$ cat src/rtl/core/gpr_pkg.sv
`default_nettype none

package gpr_pkg;

  // default grid edge length
  localparam int GRID_SIZE_DEF = 16;

  // sequencer states
  typedef enum logic [3:0] {
    S_IDLE,
    S_CLEAR,
    S_SEED,
    S_POP,
    S_NEXT,
    S_CHECK,
    S_FINAL,
    S_RESULT
  } state_t;

  // neighbor visiting order around the current cell
  typedef enum logic [1:0] {
    DIR_DOWN,
    DIR_RIGHT,
    DIR_LEFT,
    DIR_UP
  } dir_t;

  // write controls for the open and visited maps
  typedef struct packed {
    logic open_we;
    logic open_wd;
    logic vis_we;
    logic vis_wd;
  } map_ctrl_t;

endpackage

`default_nettype wire

$ cat src/rtl/core/grid_path_reachability.sv
// channel  | signals                                              | handshake
// ---------+------------------------------------------------------+-----------------------
// request  | operation, cell_row, cell_col, cell_open,            | start high, busy low
//          | start_row, start_col, end_row, end_col               |
// result   | reachable                                            | done, one cycle only
//
// a load request writes the open map if the cell is on the grid and busy stays low; it gives no result.
// a query clears the visited map one entry a cycle, then pops each reached
// cell once and tests its four neighbors in turn: each pop, each direction
// step and each lookup of an on-grid neighbor is a state of its own;
// an off-grid query goes straight to the result state and gives its result
// in the cycle after it is taken.
// rst is synchronous and returns the sequencer to idle; the grid contents
// are not cleared. the receiver cannot stall: reachable is valid while done.
`default_nettype none

module grid_path_reachability #(
  parameter int GRID_SIZE = gpr_pkg::GRID_SIZE_DEF
) (
  input  wire logic       clk,
  input  wire logic       rst,
  input  wire logic       start,
  output logic            busy,
  input  wire logic       operation,
  input  wire logic [3:0] cell_row,
  input  wire logic [3:0] cell_col,
  input  wire logic       cell_open,
  input  wire logic [3:0] start_row,
  input  wire logic [3:0] start_col,
  input  wire logic [3:0] end_row,
  input  wire logic [3:0] end_col,
  output logic            done,
  output logic            reachable
);

  localparam int AW = 2 * $clog2(GRID_SIZE);

  gpr_pkg::map_ctrl_t ctrl;
  logic [AW-1:0]      open_addr;
  logic [AW-1:0]      vis_addr;
  logic               open_rd;
  logic               vis_rd;

  // search sequencer with pending stack
  gpr_ctrl #(
    .GRID_SIZE(GRID_SIZE)
  ) u_ctrl (
    .clk       (clk),
    .rst       (rst),
    .start     (start),
    .operation (operation),
    .cell_row  (cell_row),
    .cell_col  (cell_col),
    .cell_open (cell_open),
    .start_row (start_row),
    .start_col (start_col),
    .end_row   (end_row),
    .end_col   (end_col),
    .open_rd   (open_rd),
    .vis_rd    (vis_rd),
    .ctrl      (ctrl),
    .open_addr (open_addr),
    .vis_addr  (vis_addr),
    .busy      (busy),
    .done      (done),
    .reachable (reachable)
  );

  // open and visited cell maps
  gpr_maps #(
    .GRID_SIZE(GRID_SIZE)
  ) u_maps (
    .clk       (clk),
    .ctrl      (ctrl),
    .open_addr (open_addr),
    .vis_addr  (vis_addr),
    .open_rd   (open_rd),
    .vis_rd    (vis_rd)
  );

endmodule

`default_nettype wire

$ cat src/rtl/core/gpr_maps.sv
`default_nettype none

module gpr_maps #(
  parameter int GRID_SIZE = gpr_pkg::GRID_SIZE_DEF
) (
  input  wire logic                          clk,
  input  wire gpr_pkg::map_ctrl_t            ctrl,
  input  wire logic [2*$clog2(GRID_SIZE)-1:0] open_addr,
  input  wire logic [2*$clog2(GRID_SIZE)-1:0] vis_addr,
  output logic                               open_rd,
  output logic                               vis_rd
);

  localparam int CW    = $clog2(GRID_SIZE);
  localparam int AW    = 2 * CW;
  localparam int DEPTH = 2 ** AW;

  logic open_mem [DEPTH];
  logic vis_mem  [DEPTH];

  // open map: one port, registered read
  always_ff @(posedge clk) begin
    if (ctrl.open_we) begin
      open_mem[open_addr] <= ctrl.open_wd;
    end
    open_rd <= open_mem[open_addr];
  end

  // visited map: one port, registered read
  always_ff @(posedge clk) begin
    if (ctrl.vis_we) begin
      vis_mem[vis_addr] <= ctrl.vis_wd;
    end
    vis_rd <= vis_mem[vis_addr];
  end

endmodule

`default_nettype wire

$ cat src/rtl/core/gpr_ctrl.sv
`default_nettype none

module gpr_ctrl #(
  parameter int GRID_SIZE = gpr_pkg::GRID_SIZE_DEF
) (
  input  wire logic                           clk,
  input  wire logic                           rst,
  input  wire logic                           start,
  input  wire logic                           operation,
  input  wire logic [3:0]                     cell_row,
  input  wire logic [3:0]                     cell_col,
  input  wire logic                           cell_open,
  input  wire logic [3:0]                     start_row,
  input  wire logic [3:0]                     start_col,
  input  wire logic [3:0]                     end_row,
  input  wire logic [3:0]                     end_col,
  input  wire logic                           open_rd,
  input  wire logic                           vis_rd,
  output gpr_pkg::map_ctrl_t                  ctrl,
  output logic [2*$clog2(GRID_SIZE)-1:0]      open_addr,
  output logic [2*$clog2(GRID_SIZE)-1:0]      vis_addr,
  output logic                                busy,
  output logic                                done,
  output logic                                reachable
);

  localparam int CW    = $clog2(GRID_SIZE);
  localparam int AW    = 2 * CW;
  localparam int CELLS = GRID_SIZE * GRID_SIZE;
  localparam int SA_W  = $clog2(CELLS);
  localparam int TOP_W = $clog2(CELLS + 1);
  localparam logic [CW-1:0]    LAST     = CW'(GRID_SIZE - 1);
  localparam logic [TOP_W-1:0] TOP_FULL = TOP_W'(CELLS);

  gpr_pkg::state_t state, state_next;
  gpr_pkg::dir_t   dir, dir_next;

  logic [TOP_W-1:0] top, top_next;
  logic [AW-1:0]    clr_cnt, clr_cnt_next;
  logic [CW-1:0]    s_row, s_col, e_row, e_col;
  logic             off_grid;
  logic [AW-1:0]    nb_addr;

  // pending stack memory
  logic [AW-1:0]    stack_mem [CELLS];
  logic [AW-1:0]    stack_rd;
  logic             stack_we;
  logic [SA_W-1:0]  stack_waddr;
  logic [SA_W-1:0]  stack_raddr;
  logic [AW-1:0]    stack_wd;
  logic [TOP_W-1:0] top_dec;

  // neighbor generation
  logic [CW-1:0] cur_r, cur_c;
  logic [CW-1:0] nb_r, nb_c;
  logic          nb_ok;
  logic [AW-1:0] nb_comb;

  // request decode
  logic take, load_ok, query_off;

  assign take    = start && !busy;
  assign load_ok = ({28'd0, cell_row} < 32'(GRID_SIZE)) &&
                   ({28'd0, cell_col} < 32'(GRID_SIZE));
  assign query_off = !(({28'd0, start_row} < 32'(GRID_SIZE)) &&
                       ({28'd0, start_col} < 32'(GRID_SIZE)) &&
                       ({28'd0, end_row}   < 32'(GRID_SIZE)) &&
                       ({28'd0, end_col}   < 32'(GRID_SIZE)));

  assign top_dec     = top - 1'b1;
  assign stack_raddr = top_dec[SA_W-1:0];
  assign stack_waddr = top[SA_W-1:0];

  // popped cell is held until the next pop
  always_ff @(posedge clk) begin
    if (stack_we) begin
      stack_mem[stack_waddr] <= stack_wd;
    end
    if (state == gpr_pkg::S_POP) begin
      stack_rd <= stack_mem[stack_raddr];
    end
  end

  assign cur_r = stack_rd[AW-1:CW];
  assign cur_c = stack_rd[CW-1:0];

  // one coordinate step and bound check per cycle
  always_comb begin
    nb_r  = cur_r;
    nb_c  = cur_c;
    nb_ok = 1'b0;
    case (dir)
      gpr_pkg::DIR_DOWN: begin
        nb_r  = cur_r + 1'b1;
        nb_ok = (cur_r != LAST);
      end
      gpr_pkg::DIR_RIGHT: begin
        nb_c  = cur_c + 1'b1;
        nb_ok = (cur_c != LAST);
      end
      gpr_pkg::DIR_LEFT: begin
        nb_c  = cur_c - 1'b1;
        nb_ok = (cur_c != '0);
      end
      gpr_pkg::DIR_UP: begin
        nb_r  = cur_r - 1'b1;
        nb_ok = (cur_r != '0);
      end
      default: begin
        nb_ok = 1'b0;
      end
    endcase
  end

  assign nb_comb = {nb_r, nb_c};

  // registers
  always_ff @(posedge clk) begin
    if (rst) begin
      state   <= gpr_pkg::S_IDLE;
      dir     <= gpr_pkg::DIR_DOWN;
      top     <= '0;
      clr_cnt <= '0;
    end else begin
      state   <= state_next;
      dir     <= dir_next;
      top     <= top_next;
      clr_cnt <= clr_cnt_next;
    end
  end

  // query coordinates and neighbor address
  always_ff @(posedge clk) begin
    if (take && operation) begin
      s_row    <= CW'(start_row);
      s_col    <= CW'(start_col);
      e_row    <= CW'(end_row);
      e_col    <= CW'(end_col);
      off_grid <= query_off;
    end
    if (state == gpr_pkg::S_NEXT) begin
      nb_addr <= nb_comb;
    end
  end

  // sequencer
  always_comb begin
    state_next   = state;
    dir_next     = dir;
    top_next     = top;
    clr_cnt_next = clr_cnt;
    ctrl         = '0;
    open_addr    = nb_comb;
    vis_addr     = nb_comb;
    stack_we     = 1'b0;
    stack_wd     = nb_addr;
    busy         = 1'b1;
    done         = 1'b0;
    reachable    = 1'b0;
    case (state)
      gpr_pkg::S_IDLE: begin
        busy      = 1'b0;
        open_addr = {CW'(cell_row), CW'(cell_col)};
        if (take && !operation) begin
          ctrl.open_we = load_ok;
          ctrl.open_wd = cell_open;
        end else if (take) begin
          clr_cnt_next = '0;
          state_next   = query_off ? gpr_pkg::S_RESULT : gpr_pkg::S_CLEAR;
        end
      end
      // wipe the visited map, one entry a cycle
      gpr_pkg::S_CLEAR: begin
        vis_addr     = clr_cnt;
        ctrl.vis_we  = 1'b1;
        ctrl.vis_wd  = 1'b0;
        clr_cnt_next = clr_cnt + 1'b1;
        if (clr_cnt == '1) begin
          state_next = gpr_pkg::S_SEED;
        end
      end
      // mark and stack the start cell
      gpr_pkg::S_SEED: begin
        vis_addr    = {s_row, s_col};
        ctrl.vis_we = 1'b1;
        ctrl.vis_wd = 1'b1;
        stack_we    = 1'b1;
        stack_wd    = {s_row, s_col};
        top_next    = top + 1'b1;
        state_next  = gpr_pkg::S_POP;
      end
      gpr_pkg::S_POP: begin
        if (top == '0) begin
          state_next = gpr_pkg::S_FINAL;
        end else begin
          top_next   = top_dec;
          dir_next   = gpr_pkg::DIR_DOWN;
          state_next = gpr_pkg::S_NEXT;
        end
      end
      // look up the neighbor or skip it when off the grid
      gpr_pkg::S_NEXT: begin
        if (nb_ok) begin
          state_next = gpr_pkg::S_CHECK;
        end else if (dir == gpr_pkg::DIR_UP) begin
          state_next = gpr_pkg::S_POP;
        end else begin
          dir_next = gpr_pkg::dir_t'(dir + 2'd1);
        end
      end
      // open and not yet seen: mark and stack it
      gpr_pkg::S_CHECK: begin
        open_addr = nb_addr;
        vis_addr  = nb_addr;
        if (open_rd && !vis_rd) begin
          ctrl.vis_we = 1'b1;
          ctrl.vis_wd = 1'b1;
          if (top != TOP_FULL) begin
            stack_we = 1'b1;
            top_next = top + 1'b1;
          end
        end
        if (dir == gpr_pkg::DIR_UP) begin
          state_next = gpr_pkg::S_POP;
        end else begin
          dir_next   = gpr_pkg::dir_t'(dir + 2'd1);
          state_next = gpr_pkg::S_NEXT;
        end
      end
      gpr_pkg::S_FINAL: begin
        vis_addr   = {e_row, e_col};
        state_next = gpr_pkg::S_RESULT;
      end
      gpr_pkg::S_RESULT: begin
        done       = 1'b1;
        reachable  = !off_grid && vis_rd;
        state_next = gpr_pkg::S_IDLE;
      end
      default: begin
      end
    endcase
  end

endmodule

`default_nettype wire
$ cat config.mk
export PLATFORM = sky130hd
export DESIGN_NAME = grid_path_reachability
export DESIGN_NICKNAME = d
export VERILOG_FILES = /design/src/rtl/core/gpr_pkg.sv /design/src/rtl/core/grid_path_reachability.sv /design/src/rtl/core/gpr_maps.sv /design/src/rtl/core/gpr_ctrl.sv
export SDC_FILE = /design/constraint.sdc
export NUM_CORES = 2
export LEC_CHECK = 0
export ABC_AREA = 1
export BUFFER_PORTS_ARGS = -buffer_cell sky130_fd_sc_hd__buf_2
export CAP_MARGIN = 10
export CORE_UTILIZATION = 44
export CTS_CLUSTER_SIZE = 28
export DETAILED_ROUTE_END_ITERATION = 10
export PLACE_DENSITY = 0.66
export RECOVER_POWER = 100
export SLEW_MARGIN = 10
export SYNTH_ARGS = -nofsm -noshare
export SYNTH_HDL_FRONTEND = slang
export SYNTH_SLANG_ARGS = --single-unit
$ cat constraint.sdc
create_clock -name clk -period 16.8 [get_ports clk]
set_clock_uncertainty 0.05 [all_clocks]
set_input_delay 0.84 -clock clk [delete_from_list [all_inputs] [get_ports clk]]
set_output_delay 0.84 -clock clk [all_outputs]
set_load 0.005 [all_outputs]
==> parameters.txt <==
Parameter                              Value

Die
  Row count ... 182
  Total die area ... 249000 sq um
  Die height ... 499 um
  Placeable core region ... 246000 sq um
  Chip Width ... 499 um
  Boundary Pins ... 32
  Initial Util ... 44.2%

Clock tree
  Clock tree from TritonCTS ... yes
  Clock-pin slew on the worst setup and hold paths ... 0.06 ns
  H-tree depth ... 5
  Number of buffers on the longest clock path ... 4
  # clock sinks ... 2616
  Clk root buf ... sky130_fd_sc_hd__clkbuf_16
  Number of gates resized after cts ... 0
  CTS Buf Count ... 284
  Number of hold buffers added after cts ... 0
  Clock latency at the later pin of the worst-skew pair ... 0.94 ns
  Post-CTS setup buffer count ... 0

Routing
  Final Routed Wirelength ... 296 mm
  Remaining antenna violation count ... 0
  TritonRoute pass-1 iters ... 8
  Vias per cell ... 5.89
  Average wire per standard cell ... 23.5 um
  DRC violations left ... 0
  Number of vias in the routed layout ... 74188
  1st-iter DRT viols ... 9893

Power
  P_int ... 12.2 mW
  Sequential cell fraction of total power ... 39.7%
  Static Leakage ... 39.6 nW
  Clock network fraction of total power ... 31.0%
  Switching pwr ... 6.62 mW
  Max IR drop VDD ... 157 uV
  Share of total power in combinational logic ... 29.3%
  Net switching fraction of the power ... 35.2%
  Pwr/cell area ... 158 nW/um^2

STA
  Number of hold violations in the final report ... 0
  Highest clock rate ... 0.0951 GHz
  Crit share post-route ... 62.6%
  Number of pins with negative max-slew slack in the final report ... 2713
  Tmin final ... 10.52 ns
  Worst hold slack after final layout ... 0.0575 ns
  RSZ-0062 raised after global routing ... false
  Transition time at the pin with the least slew margin ... 9.16 ns
  Worst slew margin relative to its limit ... -511%
  Setup Viol. Count Final ... 0
  Post-route setup TNS ... 0 ns

Placement
  Port-buffer cells ... 31
  Gp weighted congestion ... 0.860
  Dpl hpwl ... 157 mm

Critical path
  Type of the worst setup path ... reg -> reg
  CP max stage cell ... sky130_fd_sc_hd__clkbuf_1
  CP Data Arrival Time ... 11.05 ns
  Critical path capture point type ... flop
  Delay contributed by the slowest stage of the critical path ... 6.21 ns
  Register-to-Register Setup Slack ... 6.28 ns
  Data required time of the critical path ... 17.33 ns
  Critical path launch point type ... flop
  CP cell instances ... clkinvlp_2 -> nand2_1 -> nor2_1 -> nand2_1 -> o21ai_0 -> clkbuf_1 -> buf_4
  Worst-path fanout max ... 171
  Most numerous cell on the critical path ... sky130_fd_sc_hd__nand2_1

Run
  Max Cap Viol ... 48

Synthesis
  EDFF count, synth ... 2592
  Largest area contributor in the netlist ... sky130_fd_sc_hd__edfxtp_1
  Number of warning messages in the yosys log ... 0
  Ranking of synthesized cells by area ... sky130_fd_sc_hd__edfxtp_1, sky130_fd_sc_hd__nor2_1, sky130_fd_sc_hd__nand2_1
  Gate count after technology mapping ... 9451
  Register bit count reported by yosys ... 2616
  Share of synthesized flip-flops with an asynchronous set or reset ... 0%
  Portion of the post-synthesis area used by sequential elements ... 72.0%
  Summed instance area of the synthesized netlist ... 109000 sq um
  Cell variety after synth ... 54
  Share of Yosys cell area claimed by the top area cell type ... 71.5%
  Syn avg cell area ... 11.5 sq um
  Net count after synthesis ... 9494
  Main synth FF type ... sky130_fd_sc_hd__edfxtp_1

Status
  Violations in the final reports ... capacitance limit, slew limit
  Outcome ... complete, but fails checks

Finish
  Proportion of layout cells with a drive suffix above 1 ... 5.23%
  Fill cell total of the finished layout ... 21397
  Area of the multi-input gates ... 27200 sq um
  Most frequent standard cell in the layout excluding fill and tap cells ... sky130_fd_sc_hd__edfxtp_1
  Number of nets in the final layout ... 9239
  Area grow syn2layout ... 9.55%
  Storage element area ... 78300 sq um
  Leading cell types in the layout, fill and taps excluded ... sky130_fd_sc_hd__edfxtp_1, sky130_fd_sc_hd__nor2_1, sky130_fd_sc_hd__nand2_1

Global routing
  Antenna violations before repair ... 7
  Wire length of the first global-routing pass ... 442 mm
  Global Route Usage Sum ... 23.1%
  Overall overflow remaining after global route ... 0
  Vias in the first global route ... 70691
  Maximum number of pins on one net before global-route repair ... 258

Worst hold path
  Hold WC Path Type ... in -> reg
[cells by family (layout without fill, tap and decap cells)]
kind of cell	after synthesis	in the layout	share of synthesized area, %
other	0	1	0
adder cells (fa/ha/maj)	14	14	0.168
flip-flops	2616	2616	72.0
buffers and inverters	765	694	3.02
AND/OR/NAND/NOR	4229	4229	15.6
XOR/XNOR	13	13	0.105
AO/OA/AOI/OAI	1814	1814	9.13
[power groups by stage]
stage               Sequential, mW  Combinational (mW)  Clock (mW)
floorplan                     7.66                3.50           0
global placement              7.55                5.37           0
finish                        7.47                5.51        5.83
detailed placement            7.56                5.41           0
global route                  7.47                5.93        6.12
CTS                           7.42                5.43        5.88
[final timing paths]
check	startpoint	to	cells after the start
worst min register to register	u_ctrl.clr_cnt[7]$_SDFFE_PP0P_	u_ctrl.clr_cnt[7]$_SDFFE_PP0P_	1
worst min-delay path	end_col[2]	u_ctrl.e_col[2]$_DFFE_PP_	1
worst max-delay path	u_ctrl.state[0]$_SDFFE_PP0P_	u_ctrl.stack_mem[57][4]$_DFFE_PP_	7
worst max register to register	u_ctrl.state[0]$_SDFFE_PP0P_	u_ctrl.stack_mem[57][4]$_DFFE_PP_	7
[metrics by stage]
stage | cell area (sq um) | util (%) | setup slack, ns | power, mW | std cells
detailed placement | 111000 | 45.2 | 10.72 | 13.0 | 12130
finish | 119000 | 48.5 | 6.28 | 18.8 | 12601
global route | 119000 | 48.5 | 5.93 | 19.5 | 12600
global placement | 111000 | 45.2 | 10.74 | 12.9 | 12130
CTS | 120000 | 48.6 | 10.69 | 18.7 | 12600
floorplan | 109000 | - | 2.92 | 11.2 | 9451
[state kept, by name, summed over array words and instances, names as in the netlist]
name,cells
u_ctrl.s_row,4
u_maps.open_rd,1
u_maps.open_mem,256
u_maps.vis_mem,256
u_ctrl.dir,2
u_ctrl.clr_cnt,8
u_ctrl.s_col,4
u_ctrl.stack_mem,2048
u_ctrl.e_row,4
u_ctrl.stack_rd,8
u_ctrl.e_col,4
u_ctrl.nb_addr,8
u_ctrl.state,3
u_maps.vis_rd,1
u_ctrl.top,9
[cell usage after synthesis, drive strengths merged, types with 3 or more instances]
cell type	count
and3	8
nand4	21
ha	13
xor2	9
buf	266
dfxtp	24
o21ai	1178
clkbuf	405
o22ai	565
a221oi	5
nor4	3
nor3	13
a31oi	9
inv	93
nand3	617
nor2	1988
a21oi	39
xnor2	4
edfxtp	2592
nand2	1576
a211oi	6
[routing by layer]
metal / up-vias / share of wire [%] / track usage (%)
met1: 36391 / 40 / 31.3
met4: 14 / 4.5 / 9.99
met5: - / 0.027 / 0
li1: 33189 / - / -
met3: 749 / 9.5 / 4.10
met2: 3845 / 46 / 36.7
[critical path: cells and delay by family (launching register included)]
kind	cells	cell delay, ns
buffers and inverters	3	7.98
DFF	1	0.44
AOI/OAI and AO/OA	1	0.15
and+or+nand+nor	3	1.20
[final cells by class]
| cell class | instances | area share, % |
|---|---|---|
| sequential | 2616 | 65.7 |
| multi-input combinational | 6070 | 22.8 |
| clock buffer | 353 | 6.32 |
| tap | 3220 | 3.38 |
| clock inverter | 117 | 0.773 |
| timing repair buffer | 130 | 0.691 |
| inverter | 94 | 0.319 |
| antenna | 1 | 0.00210 |
Note: power is estimated with default switching activity, not from simulation.
